$ cat src/sv/kct_pkg.sv
// ----------------------------------------------------------------------------
// kct_pkg: shared types and constants for the k-mer count table
// Table geometry, counter width, item modes and the table access request.
// ----------------------------------------------------------------------------
`default_nettype none

package kct_pkg;

   localparam int MAX_K       = 8;
   localparam int COUNT_WIDTH = 16;
   localparam int TABLE_BITS  = 2 * MAX_K;
   localparam int RUN_WIDTH   = $clog2(MAX_K + 1);
   localparam int KLEN_WIDTH  = 4;
   localparam int MAXC_WIDTH  = 16;

   typedef logic [TABLE_BITS-1:0]  addr_type;
   typedef logic [COUNT_WIDTH-1:0] count_type;

   typedef enum logic [1:0] {
      MODE_SEQ    = 2'd0,
      MODE_RECORD = 2'd1,
      MODE_READ   = 2'd2,
      MODE_NONE   = 2'd3
   } mode_type;

   localparam logic CSR_KMER_LENGTH = 1'b0;
   localparam logic CSR_MAX_COUNT   = 1'b1;

   localparam logic [7:0] CH_A       = 8'h41;
   localparam logic [7:0] CH_C       = 8'h43;
   localparam logic [7:0] CH_G       = 8'h47;
   localparam logic [7:0] CH_T       = 8'h54;
   localparam logic [7:0] CH_LOWER_A = 8'h61;
   localparam logic [7:0] CH_LOWER_Z = 8'h7a;
   localparam logic [7:0] CASE_BIT   = 8'h20;

   // one table access leaving the front stage
   typedef struct packed {
      logic     inc;   // read-modify-write increment
      logic     rd;    // report lookup
      addr_type addr;
   } kct_req_type;

endpackage

`default_nettype wire

$ cat src/sv/kct_window.sv
// ----------------------------------------------------------------------------
// kct_window: base decode and rolling window
// Folds case, codes ACGT, keeps the window and clean-run count (cleared by a record
// item) and forms the table access for each base that completes a k-mer and each lookup.
// ----------------------------------------------------------------------------
`default_nettype none

module kct_window (
   input  wire logic                          clock,
   input  wire logic                          reset,
   input  wire logic                          accept,
   input  wire logic [1:0]                    mode,
   input  wire logic [7:0]                    char_code,
   input  wire logic [15:0]                   read_index,
   input  wire logic [kct_pkg::KLEN_WIDTH-1:0] kmer_length,
   output      kct_pkg::kct_req_type          req
);
   import kct_pkg::*;

   addr_type               window_ff, window_in;
   logic [RUN_WIDTH-1:0]   run_ff, run_in;
   logic [7:0]             ch_up;
   logic                   is_base;
   logic [1:0]             code;
   logic [RUN_WIDTH-1:0]   k_eff;
   addr_type               k_mask;
   mode_type               mode_e;

   assign mode_e = mode_type'(mode);

   always_comb begin
      ch_up = char_code;
      if (char_code >= CH_LOWER_A && char_code <= CH_LOWER_Z) begin
         ch_up = char_code - CASE_BIT;
      end
      is_base = 1'b1;
      code    = 2'd0;
      case (ch_up)
         CH_A:    code = 2'd0;
         CH_C:    code = 2'd1;
         CH_G:    code = 2'd2;
         CH_T:    code = 2'd3;
         default: is_base = 1'b0;
      endcase
   end

   // zero acts as one, oversized acts as MAX_K
   always_comb begin
      if (kmer_length == '0) begin
         k_eff = RUN_WIDTH'(1);
      end else if (kmer_length > KLEN_WIDTH'(MAX_K)) begin
         k_eff = RUN_WIDTH'(MAX_K);
      end else begin
         k_eff = RUN_WIDTH'(kmer_length);
      end
      for (int i = 0; i < MAX_K; i++) begin
         k_mask[2*i +: 2] = (RUN_WIDTH'(i) < k_eff) ? 2'b11 : 2'b00;
      end
   end

   always_comb begin
      window_in = window_ff;
      run_in    = run_ff;
      req.inc   = 1'b0;
      req.rd    = 1'b0;
      req.addr  = TABLE_BITS'(read_index);
      if (accept) begin
         case (mode_e)
            MODE_SEQ: begin
               if (is_base) begin
                  window_in = {window_ff[TABLE_BITS-3:0], code};
                  if (run_ff < RUN_WIDTH'(MAX_K)) begin
                     run_in = run_ff + RUN_WIDTH'(1);
                  end
                  req.inc  = (run_in >= k_eff);
                  req.addr = window_in & k_mask;
               end else begin
                  run_in = '0;
               end
            end
            MODE_RECORD: begin
               window_in = '0;
               run_in    = '0;
            end
            MODE_READ: req.rd = 1'b1;
            default: ;
         endcase
      end
   end

   always_ff @(posedge clock) begin
      if (reset) begin
         window_ff <= '0;
         run_ff    <= '0;
      end else begin
         window_ff <= window_in;
         run_ff    <= run_in;
      end
   end

endmodule

`default_nettype wire

$ cat config.mk
export PLATFORM = sky130hd
export DESIGN_NAME = kct_window
export DESIGN_NICKNAME = d
export VERILOG_FILES = /design/src/sv/kct_pkg.sv /design/src/sv/kct_window.sv
export SDC_FILE = /design/constraint.sdc
export NUM_CORES = 1
export LEC_CHECK = 0
export BUFFER_PORTS_ARGS = -buffer_cell sky130_fd_sc_hd__buf_2
export CORE_ASPECT_RATIO = 0.8
export CORE_UTILIZATION = 50
export CTS_CLUSTER_SIZE = 28
export DETAILED_ROUTE_END_ITERATION = 7
export PLACE_DENSITY = 0.87
export SYNTH_ARGS = -nofsm -noshare
export SYNTH_HDL_FRONTEND = slang
export SYNTH_SLANG_ARGS = --single-unit
$ cat constraint.sdc
create_clock -name clock -period 2.42 [get_ports clock]
set_clock_uncertainty 0.1 [all_clocks]
set_input_delay 0.363 -clock clock [delete_from_list [all_inputs] [get_ports clock]]
set_output_delay 0.363 -clock clock [all_outputs]
set_load 0.1 [all_outputs]
; ---- Yosys cells after proc, flatten, opt, wreduce, memory -nomap -nowiden
; Index checks and enable logic that the tools add are counted.
; Widths: inputs -> output; s select.
[word_totals]
output_inout_bits = 18
word_cells = 59
ff_bits = 18
input_bits = 33
[classes]
add_sub_neg = 2
magnitude_cmp = 13
bitwise = 1
reduce_logical = 7
muxes = 27
eq_ne = 7
[op_table]
columns = operator, n
row1 = $eq 8x7->1 const B, 4
row2 = $mux 16, 2
row3 = $mux 4, 7
row4 = $pmux 14 s2, 1
row5 = $mux 18, 1
row6 = $and 16x16->16, 1
row7 = $lt 3x4->1 const A, 4
row8 = $mux 2, 8
row9 = $mux 14, 1
row10 = $ge 8x7->1 const B, 1
row11 = $le 8x7->1 const B, 1
row12 = $lt 1x4->1 const A, 2
row13 = $lt 2x4->1 const A, 2
row14 = $mux 8, 1
row15 = $pmux 4 s2, 1
row16 = $sub 8x6->8 const B, 1
row17 = $pmux 2 s3, 1
row18 = $add 4x1->4 const B, 1
row19 = $ge 4x4->1, 1
row20 = $gt 4x4->1 const B, 1
row21 = $logic_not 4->1, 1
row22 = $lt 4x4->1 const B, 1
row23 = $mux 1, 4
row24 = $reduce_or 4->1, 1
row25 = 8 further kinds, 8

; ---- Logic depth before layout (Yosys ltp)
; Gate-level depths: netlist (run 1).
[logic_depth]
word_depth = 13
depth_mapped = 9
depth_no_buf = 8

; ---- Worst setup path after synthesis (run 1)
; Ideal clock, no wire load.
[synth_path]
kind = input port to output port
start = input port char_code[5]
end = output port req[14] (netlist bit)
cell_stages = 7
path_buffers = 1
required_ps = 1957
slack_ps = -1316
arrival_ps = 3273
cell_sequence = inv_1 -> ha_1 -> o21ai_0 -> nand3_1 -> nor3_4 -> buf_6 -> mux2i_1
[synth_rtl]
columns = element, line
row1 = "start, declared", kct_window.sv:13  ; input wire logic [7:0] char_code,
row2 = "end, declared", kct_window.sv:16  ; output kct_pkg::kct_req_type req

==> results of run 1 <==
==> worst max path at each step <==
stage,from,to,slack (ns),depth (start not counted)
after detailed placement,char_code[6],req[12],-0.16,9
final,char_code[6],req[8],-0.05,10
after global routing,char_code[6],req[8],-0.09,10
after CTS,char_code[6],req[8],0.002,10
after global placement,char_code[6],req[0],-0.06,9
after floorplan,char_code[6],req[14],-0.24,7
==> critical path, cell delays in order <==
cell and delay [ns]:
buf_12 0.09, inv_12 0.03, ha_4 0.23, o21ai_4 0.15, nand3_2 0.13, nor3_4 0.22
buf_6 0.17, buf_12 0.14, mux2i_4 0.27, buf_12 0.20
==> registers in the layout, indices dropped and copies added, names as in the netlist <==
name / count
window_ff: 14
run_ff: 4
==> Yosys cell counts, types with 4 or more instances <==
master / n
clkbuf_1: 8
a22o_1: 4
inv_1: 14
o21ai_0: 7
ha_1: 6
mux2_2: 7
nor2b_1: 7
nand2b_1: 4
dfxtp_1: 18
a221o_1: 12
nand2_1: 11
nor2_1: 10
nor3b_1: 28
mux2i_1: 8
==> logic make-up (layout without fill, tap and decap cells) <==
logic type                 after synthesis  count (layout)
and+or+nand+nor                         72              72
muxes                                   16              16
buffers and inverters                   26              84
DFF                                     18              18
AOI/OAI and AO/OA                       37              37
adders and majority gates                6               6
xor gates and xnor gates                 2               2
==> through the flow <==
stage                     cells  power (mW)  hold WS [ns]
after global routing        273       0.918         0.477
after floorplan             177       0.493         0.378
final                       273       0.898         0.462
after CTS                   271       0.856         0.424
after detailed placement    263       0.613         0.426
after global placement      263       0.604         0.408
==> metal layers <==
metal	wire length, um	vias to the layer above	GRT usage	part of all wire
li1	-	768	-	-
met1	2650	863	0.426	0.39
met2	3140	139	0.600	0.46
met3	635	39	0.100	0.093
met4	399	0	0.159	0.059
met5	0	-	0	0
==> layout by cell type, fill, tap and decap left out, types with 2 or more instances in the layout <==
cell / Yosys / final
nor3b_1: 28 / 28
mux2i_4: 0 / 8
o21ai_0: 7 / 4
inv_1: 14 / 12
dfxtp_4: 0 / 2
nor2_1: 10 / 9
mux2_4: 0 / 5
buf_4: 1 / 12
dfxtp_1: 18 / 15
nand2b_1: 4 / 3
a221o_1: 12 / 12
nor3_4: 2 / 2
buf_2: 1 / 31
buf_6: 1 / 4
clkbuf_8: 0 / 4
nor3_1: 2 / 2
ha_1: 6 / 3
o21ai_2: 0 / 2
nand2_1: 11 / 11
ha_4: 0 / 3
buf_12: 0 / 19
nor2b_1: 7 / 7
a211o_1: 2 / 2
o211ai_1: 2 / 2
a22o_1: 4 / 4
mux2_2: 7 / 3
==> cell type report <==
| cell class | count | area [sq um] | area share |
|---|---|---|---|
| well taps | 38 | 47.5 | 0.0194 |
| flip-flops and latches | 18 | 369 | 0.150 |
| inverters | 14 | 67.6 | 0.0275 |
| multi-input cells | 133 | 1240 | 0.507 |
| clock buffers | 4 | 55.1 | 0.0224 |
| repair buffers | 66 | 671 | 0.273 |
==> where the power goes <==
group | internal (mW) | switching [mW] | total (mW) | leakage, nW
sequential | 0.294 | 0.0000867 | 0.294 | 0.147
clock | 0.145 | 0.111 | 0.256 | 0.0288
combinational | 0.126 | 0.221 | 0.347 | 0.851
total | 0.565 | 0.333 | 0.898 | 1.03
==> what timing repair did <==
action                     in CTS  in global routing
cloned                          0                  1
buffers inserted                4                  1
resized for setup              16                 20
setup endpoints to repair      16                 16
pin swaps                       5                  3
hold endpoints to repair        0                  0
==> results.cfg, run 1 <==
[outcome]
status = finished, violations left
failed_checks = setup timing

[placed_design]
dp_hpwl_mm = 3.75
place_ws_ns = -0.164
placed_area_sq_um = 2210
io_buffers = 50
gp_congestion = 0.801

[global_routing]
grt_overflow = 0
track_usage = 0.357
grt_pass1_wl_mm = 8.56
antenna_found_initial = 0
grt_pass1_vias = 1711
grt_max_degree = 32

[clocking]
clockBufferDepth = 2
cts_sinks = 18
clk_pin_slew_ns = 0.07
root_buffer = clkbuf_8
cts_tree = done
numCtsBuffers = 3
cts_hold_buffers = 0
h-tree-depth = 1
insertion_delay_ns = 0.26

[finish]
fill_cells = 124
nets = 275
fin_util = 0.881
area_growth_pct = 65.6
layout-drive-gt1-share = 0.464
diodes = 0
design_area_sq_um = 2450

[synthesis]
netlist_instances = 177
synth_edf_count = 0
avgSynthCellArea_sq_um = 8.37
synth-simple-area-share = 0.307
synth-seq-area-share = 0.243
netlist_area_sq_um = 1480
yosys_most_used_dff = dfxtp_1
synth_xor_area_frac = 0.0118
yosysTopAreaCell = dfxtp_1
yosys_warnings = 0
ys_ff_latch = 18
synth_area_leaders = dfxtp_1, nor3b_1, a221o_1
postSynth.asyncResetShare = 0
synthAdderAreaFrac = 0.0507
synth_top_area_share = 0.243
synth_top_family_by_area = simple AND/OR/NAND/NOR gates
synth_compound_area_frac = 0.198
syn_nets = 216
synth_cell_type_count = 40
synth_mux_area_frac = 0.115

[worst_setup_path]
r2r_slack_ns = 1.10
cp-start-kind = input port
arrival_ns = 2.00
r2r-start = run_ff[1]$_SDFFE_PP0P_
worstPathRequired_ns = 1.96
end_kind = primary output
rr_worst_depth = 3
path_class = input port to primary output
crit_fanout = 5
timing.rr.end = run_ff[1]$_SDFFE_PP0P_

[sta]
max_slew_margin = 0.637
rsz0062_at_grt = yes
clock.fmax_mhz = 405
min_period_ns = 2.47
tightestPinTransition_ns = 0.545
finalCritPeriodShare = 1.02
drv_slew = 0
setup_tns_ns = -0.224
final_hold_viol_count = 0
setup_viol = 8
fin_ws_ns = -0.0472

[floorplan]
dieWidth_um = 62.9
die_h_um = 50.7
core_sq_um = 2790
num_rows = 17
start_util = 0.532
ios = 51
dieArea_sq_um = 3190

[drt]
drtIter0Drc = 184
drc = 0
drt-total-wl_mm = 6.82
postRouteAntennaNets = 0
num_vias = 1809
avgViaCountPerCell = 6.63
first_pass_iters = 5
wl_per_cell_um = 25.0

[worst_hold_path]
hold_class = input port to flip-flop
hold_depth = 3
hold_path_startpoint = char_code[2]
hold_end = window_ff[1]$_SDFFE_PP0P_

[power_and_ir_drop]
vdd_ir_drop_max_v = 0.000477
power.density_nw_per_um2 = 366
p_leak_nw = 1.03

[run]
timing.max_cap.violations = 0
No activity file was read; power rests on OpenSTA's default activity.
==> run 2: changes to the inputs <==
CORE_MARGIN = 2   (was unset)
REMOVE_ABC_BUFFERS = 1   (was unset)
==> results.cfg, run 2 (same netlist as run 1, synthesis figures left out) <==
[floorplan]
start_util = 0.532
core_sq_um = 2790
ios = 51
num_rows = 17
die_h_um = 52.7
dieWidth_um = 64.9
dieArea_sq_um = 3420

[global_routing]
track_usage = 0.316
grt_overflow = 0
grt_pass1_vias = 1661
top_usage_layer = met2
antenna_found_initial = 0
grtUsageMet3 = 0.0559
grt_pass1_wl_mm = 8.18
globalRouteMet1Util = 0.406
grt_use_met2 = 0.538
grt_max_degree = 22

[clocking]
root_buffer = clkbuf_8
cts_tree = done
insertion_delay_ns = 0.26
cts_hold_buffers = 0
clockBufferDepth = 2
numCtsBuffers = 3
clk_pin_slew_ns = 0.07
h-tree-depth = 1
cts_sinks = 18

[finish]
layout-drive-gt1-share = 0.432
mostFrequentLayoutCell = buf_2
diodes = 0
largestRegisters = window_ff: 14 flops, run_ff: 4 flops
area_growth_pct = 59.7
top_register = window_ff
largest_register_ffs = 14
layout_common_cells = buf_2, nor3b_1, buf_12, buf_4, dfxtp_1
nets = 277

[sta]
tightestPinTransition_ns = 0.495
clock.fmax_mhz = 402
drv_slew = 0
setup_viol = 10
min_period_ns = 2.49
fin_ws_ns = -0.0666
rsz0062_at_grt = yes
max_slew_margin = 0.669
setup_tns_ns = -0.447
finalCritPeriodShare = 1.03
final_hold_viol_count = 0

[drt]
num_vias = 1712
postRouteAntennaNets = 0
drc = 0
first_pass_iters = 4
wl_per_cell_um = 19.3
drtIter0Drc = 135
drt-total-wl_mm = 5.29
avgViaCountPerCell = 6.25

[worst_setup_path]
crit_family = buffers and inverters
crit_buf_inv = 5
end_kind = primary output
crit_path_max_incr_delay_ns = 0.28
path_class = input port to primary output
cpMostUsedCell = buf_12
arrival_ns = 2.02
path_cells = buf_8 -> inv_4 -> ha_4 -> o21ai_4 -> nand3_2 -> nor3_4 -> buf_6 -> buf_12 -> mux2i_2 -> buf_12
worstPathRequired_ns = 1.96
cp-start-kind = input port
crit_fanout = 6
cp_slowest_cell = mux2i_2

[power_and_ir_drop]
vdd_ir_drop_max_v = 0.000191
p_leak_nw = 1.01
power.density_nw_per_um2 = 354
p_total_mw = 0.838

[worst_hold_path]
hold_class = input port to flip-flop

[outcome]
failed_checks = setup timing
status = finished, violations left

[placed_design]
gp_congestion = 0.799
dp_hpwl_mm = 3.26
io_buffers = 50

[run]
timing.max_cap.violations = 0
## run 2: changes by cell type in the layout (fill, tap and decap cells not counted), sizes merged
cell,before,now
clkbuf,4,3
buf,66,68
## run 2: power by group
group          switching, mW  internal [mW]  total, mW
Combinational          0.208          0.123      0.331
Clock                  0.102          0.111      0.212
Sequential         0.0000640          0.295      0.295
## run 2: layout make-up
class,instances,area (sq um)
flip-flops and latches,18,367
clock buffers,3,41.3
well taps,38,47.5
inverters,14,57.6
repair buffers,68,677
fillers,132,420
multi-input cells,133,1180
## run 2: path summary, 6_finish.rpt
check,startpoint,end,slack [ns],cells past startpoint
max,char_code[5],req[7],-0.07,10
min,accept,window_ff[1]$_SDFFE_PP0P_,0.43,4
max reg2reg,run_ff[1]$_SDFFE_PP0P_,run_ff[1]$_SDFFE_PP0P_,1.02,4
min reg2reg,window_ff[4]$_SDFFE_PP0P_,window_ff[6]$_SDFFE_PP0P_,0.45,1
## run 2: repair_timing
action,4_1_cts,5_1_grt
pin swaps,6,5
buffers inserted,7,2
cloned,1,0
resized for setup,42,10
setup endpoints to repair,16,16
## run 2: through the flow
stage               instances   util  worst slack, ns  cell area, sq um  hold WS, ns
finish                    274  0.849          -0.0666              2370        0.428
floorplan                 165      -            -1.44              1420        0.378
global route              274  0.849           -0.102              2370        0.424
detailed placement        263  0.736           -0.245              2050        0.417
global placement          263  0.736           -0.182              2050        0.401
CTS                       274  0.846          0.00615              2360        0.416
## run 2: worst reg2reg max path, delay by kind of cell, from the launching register on
kind                       cells  cell delay [ns]
buffers and inverters          1             0.14
adders and majority gates      1             0.21
AOI/OAI and AO/OA              1             0.19
DFF                            1             0.38
muxes                          1             0.29
## run 2: layer usage
| layer | vias to the layer above | part of all wire |
|---|---|---|
| met5 | - | 0 |
| met1 | 831 | 0.41 |
| met4 | 0 | 0.020 |
| li1 | 771 | - |
| met3 | 10 | 0.070 |
| met2 | 100 | 0.50 |
==> run 3: changes to the inputs <==
CORE_UTILIZATION = 52   (was 50)
CTS_BUF_LIST = sky130_fd_sc_hd__clkbuf_8   (was unset)
PLACE_DENSITY = 0.89   (was 0.87)
==> results.cfg, run 3 (same netlist as run 1, synthesis figures left out) <==
[worst_setup_path]
end_kind = primary output
r2r_slack_ns = 1.00
crit_fanout = 7
arrival_ns = 2.03
worstPathRequired_ns = 1.96
timing.rr.end = run_ff[1]$_SDFFE_PP0P_
r2r-start = run_ff[0]$_SDFFE_PP0P_
rr_worst_depth = 4
cp-start-kind = input port
path_class = input port to primary output

[worst_hold_path]
hold_depth = 1
hold_path_startpoint = window_ff[0]$_SDFFE_PP0P_
hold_class = flip-flop to flip-flop
hold_end = window_ff[2]$_SDFFE_PP0P_

[finish]
largestRegisters = window_ff: 14 flops, run_ff: 4 flops
largest_register_ffs = 14
top_register = window_ff
diodes = 0
layout_common_cells = buf_2, nor3b_1, buf_12, dfxtp_1, buf_4
design_area_sq_um = 2390
layout-drive-gt1-share = 0.430
fill_cells = 124
mostFrequentLayoutCell = buf_2
fin_util = 0.870
fin_cells = 273
nets = 275
area_growth_pct = 61.1

[outcome]
status = finished, violations left
failed_checks = setup timing

[placed_design]
io_buffers = 50
placed_area_sq_um = 2040
place_ws_ns = -0.211
dpl.cell_count = 262
dp_hpwl_mm = 3.17
gp_congestion = 0.769

[sta]
hold_ws_ns = 0.448
setup_viol = 15
fin_ws_ns = -0.0767
min_period_ns = 2.50
rsz0062_at_grt = yes
final_hold_viol_count = 0
max_slew_margin = 0.659
tightestPinTransition_ns = 0.511
finalCritPeriodShare = 1.03
drv_slew = 0
setup_tns_ns = -0.610
clock.fmax_mhz = 401

[drt]
num_vias = 1743
postRouteAntennaNets = 0
drt-total-wl_mm = 5.78
drtIter0Drc = 173
drc = 0
wl_per_cell_um = 21.2
first_pass_iters = 5
avgViaCountPerCell = 6.38

[floorplan]
ios = 51
die_h_um = 51.7
dieWidth_um = 63.7
num_rows = 17
dieArea_sq_um = 3290
start_util = 0.540
core_sq_um = 2740

[global_routing]
grt_max_degree = 31
track_usage = 0.363
grt_pass1_wl_mm = 8.96
grt_pass1_vias = 1770
antenna_found_initial = 0
grt_overflow = 0

[power_and_ir_drop]
p_leak_nw = 1.01
p_total_mw = 0.888
power.density_nw_per_um2 = 372
vdd_ir_drop_max_v = 0.000309

[clocking]
numCtsBuffers = 3
clockBufferDepth = 2
cts_sinks = 18
h-tree-depth = 1
cts_tree = done
clk_pin_slew_ns = 0.08
insertion_delay_ns = 0.27
root_buffer = clkbuf_8

[run]
timing.max_cap.violations = 0
-- run 3: changes by cell type in the layout (fill, tap and decap cells not counted), sizes merged --
| cell | change |
|---|---|
| buf | -2 |
| clkbuf | +1 |
-- run 3: worst max-delay path by stage --
stage,start,to,slack [ns],cells after the start
6_report,char_code[5],req[13],-0.08,10
5_1_grt,char_code[5],req[13],-0.12,10
4_1_cts,run_ff[0]$_SDFFE_PP0P_,req[17],0.02,7
3_5_place_dp,char_code[5],req[2],-0.21,9
3_3_place_gp,char_code[5],req[2],-0.19,9
2_1_floorplan,char_code[5],req[14],-1.44,6
-- run 3: report_power, final --
| part | total (mW) | internal [mW] | switching, mW |
|---|---|---|---|
| logic | 0.336 | 0.124 | 0.211 |
| clock network | 0.258 | 0.145 | 0.113 |
| registers | 0.294 | 0.294 | 0.0000621 |
| total | 0.888 | 0.563 | 0.325 |
-- run 3: final cells by class --
class | count | area (sq um) | area share
clock buffer | 4 | 55.1 | 0.0231
inverter | 14 | 60.1 | 0.0252
multi-input combinational | 133 | 1190 | 0.500
sequential | 18 | 369 | 0.155
tap | 38 | 47.5 | 0.0199
timing repair buffer | 66 | 662 | 0.277
-- run 3: routing by layer --
layer / GRT usage / share of wire / up-vias / wire length [um]
met1: 0.425 / 0.37 / 809 / 2160
li1: - / - / 764 / -
met2: 0.614 / 0.48 / 139 / 2800
met4: 0.243 / 0.050 / 0 / 291
met3: 0.0671 / 0.091 / 31 / 524
met5: 0 / 0 / - / 0
-- run 3: critical path, stage by stage --
cell,delay (ns)
buf_8,0.11
inv_6,0.05
ha_4,0.20
o21ai_4,0.17
nand3_2,0.13
nor3_4,0.23
buf_6,0.14
buf_12,0.14
mux2_4,0.33
buf_12,0.17
-- run 3: repair_timing --
item,CTS,global route
gates cloned,1,0
pin swaps,7,7
hold buffers,0,0
resized for setup,45,10
setup buffers,4,3
endpoints found under the setup margin,16,17
